==> src/sv/tbp_pkg.sv <==
`timescale 1ns / 1ps
`default_nettype none

package tbp_pkg;

    localparam int ADDR_W             = 32;
    localparam int LOCAL_HIST_ENTRIES = 1024;
    localparam int LOCAL_HIST_BITS    = 11;
    localparam int GLOBAL_HIST_BITS   = 12;

    localparam int LH_IDX_W   = $clog2(LOCAL_HIST_ENTRIES);
    localparam int PC_W       = GLOBAL_HIST_BITS - 2;
    localparam int LCNT_DEPTH = 1 << LOCAL_HIST_BITS;
    localparam int GCNT_DEPTH = 1 << GLOBAL_HIST_BITS;

    localparam int LCNT_W = 3;
    localparam int GCNT_W = 2;

    localparam logic [LCNT_W-1:0] LCNT_MAX        = 3'd7;
    localparam logic [LCNT_W-1:0] LCNT_THRESH     = 3'd3;
    localparam logic [GCNT_W-1:0] GCNT_MAX        = 2'd3;
    localparam logic [GCNT_W-1:0] GCNT_THRESH     = 2'd1;
    localparam logic [GCNT_W-1:0] CHOOSE_GLOBAL   = 2'd2;

    // clearing pass covers the deepest table
    localparam int CLR_DEPTH_A = (LCNT_DEPTH > LOCAL_HIST_ENTRIES) ? LCNT_DEPTH
                                                                    : LOCAL_HIST_ENTRIES;
    localparam int CLR_DEPTH   = (GCNT_DEPTH > CLR_DEPTH_A) ? GCNT_DEPTH : CLR_DEPTH_A;
    localparam int CLR_W       = $clog2(CLR_DEPTH);

    localparam int FQ_DEPTH = 2;
    localparam int RQ_DEPTH = 2;

    localparam logic OP_PREDICT = 1'b0;
    localparam logic OP_UPDATE  = 1'b1;

    typedef enum logic [1:0] {
        ST_CLEAR,
        ST_IDLE,
        ST_HIST,
        ST_EXEC
    } t_state;

    typedef struct packed {
        logic                op;
        logic                cond;
        logic                taken;
        logic [LH_IDX_W-1:0] hidx;
        logic [PC_W-1:0]     pcbits;
    } t_item;

    typedef struct packed {
        logic  valid;
        t_item item;
    } t_front_head;

    typedef struct packed {
        logic take;
        logic clearing;
    } t_back_req;

    typedef struct packed {
        logic pred;
        logic chose;
    } t_result;

endpackage

`default_nettype wire

==> src/sv/tbp_front.sv <==
`timescale 1ns / 1ps
`default_nettype none

module tbp_front
    import tbp_pkg::*;
(
    input  wire logic              i_clk,
    input  wire logic              i_rst_n,
    input  wire logic              push,
    output logic                   full,
    input  wire logic              i_op,
    input  wire logic [ADDR_W-1:0] i_branch_address,
    input  wire logic              i_is_conditional,
    input  wire logic              i_taken,
    input  wire t_back_req         i_req,
    output t_front_head            o_head
);

    localparam int PTR_W = (FQ_DEPTH > 1) ? $clog2(FQ_DEPTH) : 1;
    localparam int CNT_W = $clog2(FQ_DEPTH + 1);

    t_item            r_q [FQ_DEPTH];
    logic [PTR_W-1:0] r_wp, n_wp;
    logic [PTR_W-1:0] r_rp, n_rp;
    logic [CNT_W-1:0] r_cnt, n_cnt;
    t_item            w_item;
    logic             w_wr;
    logic             w_rd;

    // pull out the index bits once, on the way in
    always_comb begin
        w_item.op     = i_op;
        w_item.cond   = i_is_conditional;
        w_item.taken  = i_taken;
        w_item.hidx   = i_branch_address[2 +: LH_IDX_W];
        w_item.pcbits = i_branch_address[GLOBAL_HIST_BITS-1:2];
    end

    assign full = (r_cnt == CNT_W'(FQ_DEPTH)) | i_req.clearing;
    assign w_wr = push & ~full;
    assign w_rd = i_req.take;

    always_comb begin
        n_wp  = r_wp;
        n_rp  = r_rp;
        n_cnt = r_cnt;
        if (w_wr) begin
            n_wp = (r_wp == PTR_W'(FQ_DEPTH - 1)) ? '0 : r_wp + 1'b1;
        end
        if (w_rd) begin
            n_rp = (r_rp == PTR_W'(FQ_DEPTH - 1)) ? '0 : r_rp + 1'b1;
        end
        if (w_wr && !w_rd) begin
            n_cnt = r_cnt + 1'b1;
        end else if (w_rd && !w_wr) begin
            n_cnt = r_cnt - 1'b1;
        end
    end

    always_ff @(posedge i_clk) begin
        if (!i_rst_n) begin
            r_wp  <= '0;
            r_rp  <= '0;
            r_cnt <= '0;
        end else begin
            r_wp  <= n_wp;
            r_rp  <= n_rp;
            r_cnt <= n_cnt;
        end
    end

    always_ff @(posedge i_clk) begin
        if (w_wr) begin
            r_q[r_wp] <= w_item;
        end
    end

    assign o_head.valid = (r_cnt != '0);
    assign o_head.item  = r_q[r_rp];

endmodule

`default_nettype wire

==> config.mk <==
export PLATFORM = sky130hd
export DESIGN_NAME = tbp_front
export DESIGN_NICKNAME = d
export VERILOG_FILES = /design/src/sv/tbp_pkg.sv /design/src/sv/tbp_front.sv
export SDC_FILE = /design/constraint.sdc
export NUM_CORES = 1
export LEC_CHECK = 0
export CORE_MARGIN = 4
export CORE_UTILIZATION = 25
export DETAILED_ROUTE_END_ITERATION = 16
export DONT_BUFFER_PORTS = 1
export PLACE_DENSITY = 0.42
export SYNTH_ARGS = -nofsm -noshare
export SYNTH_HDL_FRONTEND = slang
export SYNTH_SLANG_ARGS = --single-unit
==> constraint.sdc <==
create_clock -name i_clk -period 2.1 [get_ports i_clk]
set_input_delay 0.63 -clock i_clk [delete_from_list [all_inputs] [get_ports i_clk]]
set_output_delay 0.63 -clock i_clk [all_outputs]
set_load 0.01 [all_outputs]
======== Yosys cells after proc, flatten, opt, wreduce, memory -nomap -nowiden ========
Memories as Yosys holds them, arrays and structs flattened. A register that Yosys moved wholly into a read port is not among the register bits.
Cells that the tools add are included.
cells by class
  reductions and logical operators ........ 6
  mux-type cells .......................... 8
  add/sub/neg operators ................... 4
  eq/ne operators ......................... 1
  bitwise logic cells ..................... 3
operators with widths
  kind                                               number
  two-way mux 1 bit                                  6
  two-way mux 2 bit                                  2
  nonzero test 2 bit                                 2
  adder 1 bit (second input constant)                2
  adder 2 x 1 -> 2 bit (second input constant)       1
  == test 2 bit (second input constant)              1
  logical AND 1 bit                                  2
  logical NOT 1 bit                                  2
  subtractor 2 x 1 -> 2 bit (second input constant)  1
  AND 1 bit                                          1
  NOT 1 bit                                          1
  OR 1 bit                                           1
word-level totals
  memory bits (writable) .................. 46
  memories ................................ 1
  register bits ........................... 4
  bits of input ports ..................... 40
memory list
  name  depth  bits a word  rd ports  clocked after memory_dff  write ports  line             RTL
  r_q   2      23           1         1                         1            tbp_front.sv:22  t_item r_q [FQ_DEPTH];

======== Logic depth before layout (Yosys ltp) ========
Gate-level depths: netlist of run 1.
  depth in word-level cells ............... 8
  gate-level depth with buffers ........... 6
  gate-level depth less buffers ........... 6

======== Least setup slack after synthesis of run 1 ========
OpenSTA, ideal clock, no wires.
  path type ............................... input -> register
  from .................................... input port push
  to ...................................... memory r_q[0][10] (netlist name), enable pin
  setup time .............................. 384 ps
  arrival ................................. 1600 ps
  setup slack ............................. 116 ps
  data required time ...................... 1716 ps
  stages .................................. 3
  path buffers ............................ 0
  cells stage by stage .................... nor2b_1 > and2_1 > nor2b_1
between the ends
  word-level cells in the longest chain between the ends .. 3
RTL lines
  what                                     line             RTL
  start, declared                          tbp_front.sv:9   input wire logic push,
  AND 1 bit                                tbp_front.sv:40  assign w_wr = push & ~full;
  two-way mux 1 bit                        tbp_front.sv:73  if (w_wr) begin
  two-way mux 1 bit (not written as such)  tbp_front.sv:74  r_q[r_wp] <= w_item;
  end, declared                            tbp_front.sv:22
Every way passes these cells.

==> impl_metrics.tcl, run 1 <==
set metrics [dict create \
    status "finished, final reports clean" \
    drt-total-wl_mm 1.96 \
    clock-sinks 31 \
    final.period_utilization 0.906 \
    clock_latency_ns 0.27 \
    tightest_slew_ns 0.232 \
    fin_area_sq_um 1360 \
    io_pins 65 \
    wl_per_cell_microns 13.5 \
    globalplace.congestion 0.598 \
    grt_max_degree 14 \
    grt-ovfl-total 0 \
    placed_area_sq_um 1280 \
    path_class "flop to primary output" \
    die_w_microns 78.6 \
    drv_cap 0 \
    cp.required_ns 1.47 \
    cp-start-kind "flop" \
    cts_tree "done" \
    die_y_microns 78.6 \
    drtAntennaViolNets 0 \
    ir_drop_mv 0.353 \
    firstDrtPassIters 2 \
    clk_path_buf_depth 2 \
    fillers 492 \
    num_rows 25 \
    postCtsSetupRepairBufs 0 \
    avgSynthCellArea_sq_um 16.2 \
    core_sq_um 4790 \
    synthesis.instances 77 \
    final_common_cell "edfxtp_1" \
    synth_seq_cells 31 \
    rsz0062_at_grt "false" \
    hold_violations 0 \
    cp_data_arrival_time_ns 1.27 \
    setup_viol 0 \
    max_freq_ghz 0.526 \
    grt_pass1_wl_mm 3.13 \
    cts_hold_buf 0 \
    grt_usage 0.0712 \
    slew_headroom 0.846 \
    area_growth_pct 9.15 \
    min_path_type "primary input to flop" \
    drive_gt1_frac 0.167 \
    crit_path_max_fanout 8 \
    fin_crit_ns 1.90 \
    num_vias 581 \
    synth_area_leaders "edfxtp_1 (63%), mux2_1 (9.0%), dfxtp_1 (8.0%)" \
    endpoint_kind "primary output" \
    n_antenna_cell 0 \
    antenna_found_initial 0 \
    yosysUniqueCellTypes 23 \
    multi_input_area_sq_um 277 \
    fin_nets 118 \
    start_util 0.260 \
    h-tree-depth 2 \
    regArea_sq_um 881 \
    yosysWarnings 0 \
    power_density_nw_per_um2 944 \
    leakage_nw 0.461 \
    synth_area_sq_um 1240 \
    path_clk_slew_ns 0.06 \
    numPortBuffers 0 \
    drc_errors 0 \
    final_cell_mix "edfxtp_1 (26), mux2_1 (10), dfxtp_1 (5), clkbuf_8 (5), buf_4 (4)" \
    drt_iter0_markers 17 \
    skew_ns 0.00423 \
    avgViaCountPerCell 4.01 \
    dp_hpwl_mm 1.43 \
    die_area_sq_um 6170 \
    synth-seq-area-share 0.708 \
    numCtsBuffers 5 \
    synth_top_area_frac 0.627 \
    cts_resized 0 \
    grt_pass1_vias 655 \
    synth_nets 118 \
    synth_top_area_cell "edfxtp_1" \
    final.setup.tns_ns 0 \
    cts_root_buf "clkbuf_8" \
    maxSlewViolCount 0 \
]
-- per-layer routing --
layer	GRT usage	part of all wire
met1	0.0637	0.34
met2	0.110	0.48
met4	0.0332	0.013
met3	0.0642	0.17
met5	0	0
-- synthesized netlist by cell type, drive strengths merged --
| cell type | instances |
|---|---|
| nor2b | 2 |
| buf | 11 |
| nor2 | 3 |
| ha | 1 |
| dfxtp | 5 |
| o21ai | 2 |
| xnor2 | 1 |
| or3 | 1 |
| edfxtp | 26 |
| nand2 | 1 |
| nand4b | 1 |
| and2 | 1 |
| or2 | 1 |
| mux2 | 13 |
| nand2b | 2 |
| xor2 | 2 |
| inv | 2 |
| a21oi | 1 |
| and3 | 1 |
-- worst max-delay path, stage by stage (launching register included) --
cell and delay [ns]:
dfxtp_1 0.36, buf_4 0.20, mux2_1 0.45
-- report_power, final --
group / internal, mW / total (mW) / switching (mW)
Sequential: 0.707 / 0.722 / 0.0152
Combinational: 0.0522 / 0.139 / 0.0866
Clock: 0.235 / 0.422 / 0.188
Total: 0.994 / 1.28 / 0.289
-- flip-flops by register name, indices dropped and copies added, names as in the netlist, named ones only --
name and count:
r_q 26, r_cnt 2, r_wp 1, r_rp 1
-- through the flow --
stage          hold WS, ns  setup slack (ns)  total power, mW  cells   util
2_1_floorplan        0.445             0.116            0.869     77      -
3_3_place_gp         0.455             0.291            0.875    137  0.267
3_5_place_dp         0.478             0.250            0.879    137  0.267
4_1_cts              0.435             0.143             1.32    145  0.284
5_1_grt              0.426            0.0923             1.36    145  0.284
6_report             0.453             0.198             1.28    145  0.284
-- final cells by class --
cell class / count / share of cell area
sequential: 31 / 0.648
timing repair buffer: 4 / 0.0221
clock buffer: 8 / 0.0589
multi-input combinational: 33 / 0.203
inverter: 2 / 0.00552
tap: 67 / 0.0617
-- kinds of logic (layout without fill, tap and decap cells) --
family | Yosys count | in the layout | synth area share
multiplexers | 13 | 13 | 0.118
buffers and inverters | 13 | 14 | 0.0703
AND/OR/NAND/NOR | 13 | 13 | 0.0613
AO/OA/AOI/OAI | 3 | 3 | 0.0120
flip-flops | 31 | 31 | 0.708
adder cells (fa/ha/maj) | 1 | 1 | 0.0100
XOR/XNOR | 3 | 3 | 0.0211
-- final timing paths --
| kind | startpoint | end | slack (ns) | cells past startpoint |
|---|---|---|---|---|
| setup reg to reg | r_cnt[0] | r_cnt[1] | 0.49 | 5 |
| hold / removal | i_is_conditional | r_q[1][21] | 0.45 | 0 |
| setup / recovery | flop | o_head[18] | 0.20 | 2 |
| hold reg to reg | r_wp | r_wp | 0.49 | 2 |
Note: power is estimated with default switching activity, not from simulation.
==> run 2, diff against run 1 <==
--- a/config.mk
+++ b/config.mk
@@ -10,6 +10,7 @@
 export DETAILED_ROUTE_END_ITERATION = 16
 export DONT_BUFFER_PORTS = 1
 export PLACE_DENSITY = 0.42
+export RECOVER_POWER = 100
 export SYNTH_ARGS = -nofsm -noshare
 export SYNTH_HDL_FRONTEND = slang
 export SYNTH_SLANG_ARGS = --single-unit
==> impl_metrics.tcl, run 2 (same netlist as run 1, synthesis figures left out) <==
set metrics [dict create \
    status "finished, final reports clean" \
    whs_ns 0.453 \
    start_util 0.260 \
    postCtsSetupRepairBufs 0 \
    cp_data_arrival_time_ns 1.31 \
    cts_tree "done" \
    fin_util 0.282 \
    placed_area_sq_um 1280 \
    largest_reg_flops 26 \
    drv_cap 0 \
    crit_path_max_fanout 4 \
    combPwrFrac 0.104 \
    path_clk_slew_ns 0.06 \
    clock-sinks 31 \
    top_regs "r_q (26), r_cnt (2)" \
    grt_pass1_vias 655 \
    p_sw_mw 0.290 \
    final_common_cell "edfxtp_1" \
    num_vias 576 \
    cts_hold_buf 0 \
    cp-start-kind "flop" \
    total_power_mw 1.28 \
    pwr-share-seq 0.565 \
    drive_gt1_frac 0.115 \
    cp_top_family "multiplexers" \
    ir_drop_mv 0.353 \
    area_growth_pct 8.34 \
    fillers 491 \
    leakage_nw 0.450 \
    power_density_nw_per_um2 948 \
    globalplace.congestion 0.598 \
    switching_share 0.227 \
    max_freq_ghz 0.516 \
    fin_crit_ns 1.94 \
    avgViaCountPerCell 3.97 \
    grt-ovfl-total 0 \
    numPortBuffers 0 \
    clock_latency_ns 0.27 \
    setup_viol 0 \
    path_class "flop to primary output" \
    grt_max_degree 14 \
    core_sq_um 4790 \
    final.period_utilization 0.922 \
    drt-total-wl_mm 1.95 \
    num_rows 25 \
    rsz0062_at_grt "false" \
    slew_headroom 0.465 \
    final_cell_mix "edfxtp_1 (26), mux2_1 (12), dfxtp_1 (5), clkbuf_8 (5), clkbuf_1 (5)" \
    cp_slowest_cell "mux2_1" \
    min_path_type "primary input to flop" \
    path_cells "clkbuf_1, mux2_1" \
    regMostFlops "r_q" \
    antenna_found_initial 0 \
    die_w_microns 78.6 \
    die_area_sq_um 6170 \
    die_y_microns 78.6 \
    drc_errors 0 \
    skew_ns 0.00486 \
    firstDrtPassIters 2 \
    fin_nets 118 \
    hold_violations 0 \
    grt_usage 0.0712 \
    io_pins 65 \
    drtAntennaViolNets 0 \
    p_clk_frac 0.331 \
    clk_path_buf_depth 2 \
    grt_pass1_wl_mm 3.13 \
    internal_power_mw 0.989 \
    tightest_slew_ns 0.802 \
    dp_hpwl_mm 1.43 \
    final.setup.tns_ns 0 \
    wl_per_cell_microns 13.5 \
    r2r_slack_ns 0.42 \
    numCtsBuffers 5 \
    n_antenna_cell 0 \
    cp.required_ns 1.47 \
    crit_path_max_incr_delay_ns 0.45 \
    cts_root_buf "clkbuf_8" \
    h-tree-depth 2 \
    endpoint_kind "primary output" \
    drt_iter0_markers 16 \
    cts_resized 0 \
    crit_buf_inv 1 \
    fin_area_sq_um 1350 \
    maxSlewViolCount 0 \
]
## run 2: cell count changes in the layout (fill, tap and decap cells not counted), sizes merged
cell	change
buf	-3
clkbuf	+3
## run 2: cell type report
type / instances / area, sq um / area share
Sequential cell: 31 / 881 / 0.653
Multi-Input combinational cell: 33 / 277 / 0.205
Tap cell: 67 / 83.8 / 0.0622
Clock buffer: 8 / 80.1 / 0.0594
Timing Repair Buffer: 4 / 20.0 / 0.0148
Inverter: 2 / 7.51 / 0.00557
## run 2: worst paths after layout
path	from	end	cells past startpoint
worst max register to register	r_cnt[0]	r_q[1][14]	3
worst min register to register	r_wp	r_wp	2
worst max-delay path	flop	o_head[15]	2
worst min-delay path	i_is_conditional	r_q[1][21]	0
## run 2: routing by layer
layer	vias up	GRT usage	part of all wire
met5	-	0	0
met3	6	0.0642	0.17
li1	265	-	-
met1	277	0.0637	0.33
met4	0	0.0332	0.013
met2	28	0.110	0.49
## run 2: worst register-to-register path, delay by kind of cell (launching register included)
kind	cells	cell delay [ns]
buffers and inverters	1	0.61
flip-flops	1	0.38
AND/OR/NAND/NOR	2	0.32
## run 2: metrics by stage
step | worst slack, ns | cells
5_1_grt | 0.0480 | 145
6_report | 0.163 | 145
3_5_place_dp | 0.250 | 137
4_1_cts | 0.143 | 145
3_3_place_gp | 0.291 | 137
2_1_floorplan | 0.116 | 77
## run 2: power groups by stage
stage	logic, mW	registers, mW	clock network (mW)
after global routing	0.151	0.727	0.476
after global placement	0.141	0.734	0
after detailed placement	0.143	0.735	0
after floorplan	0.137	0.732	0
final	0.133	0.722	0.423
after CTS	0.144	0.722	0.451
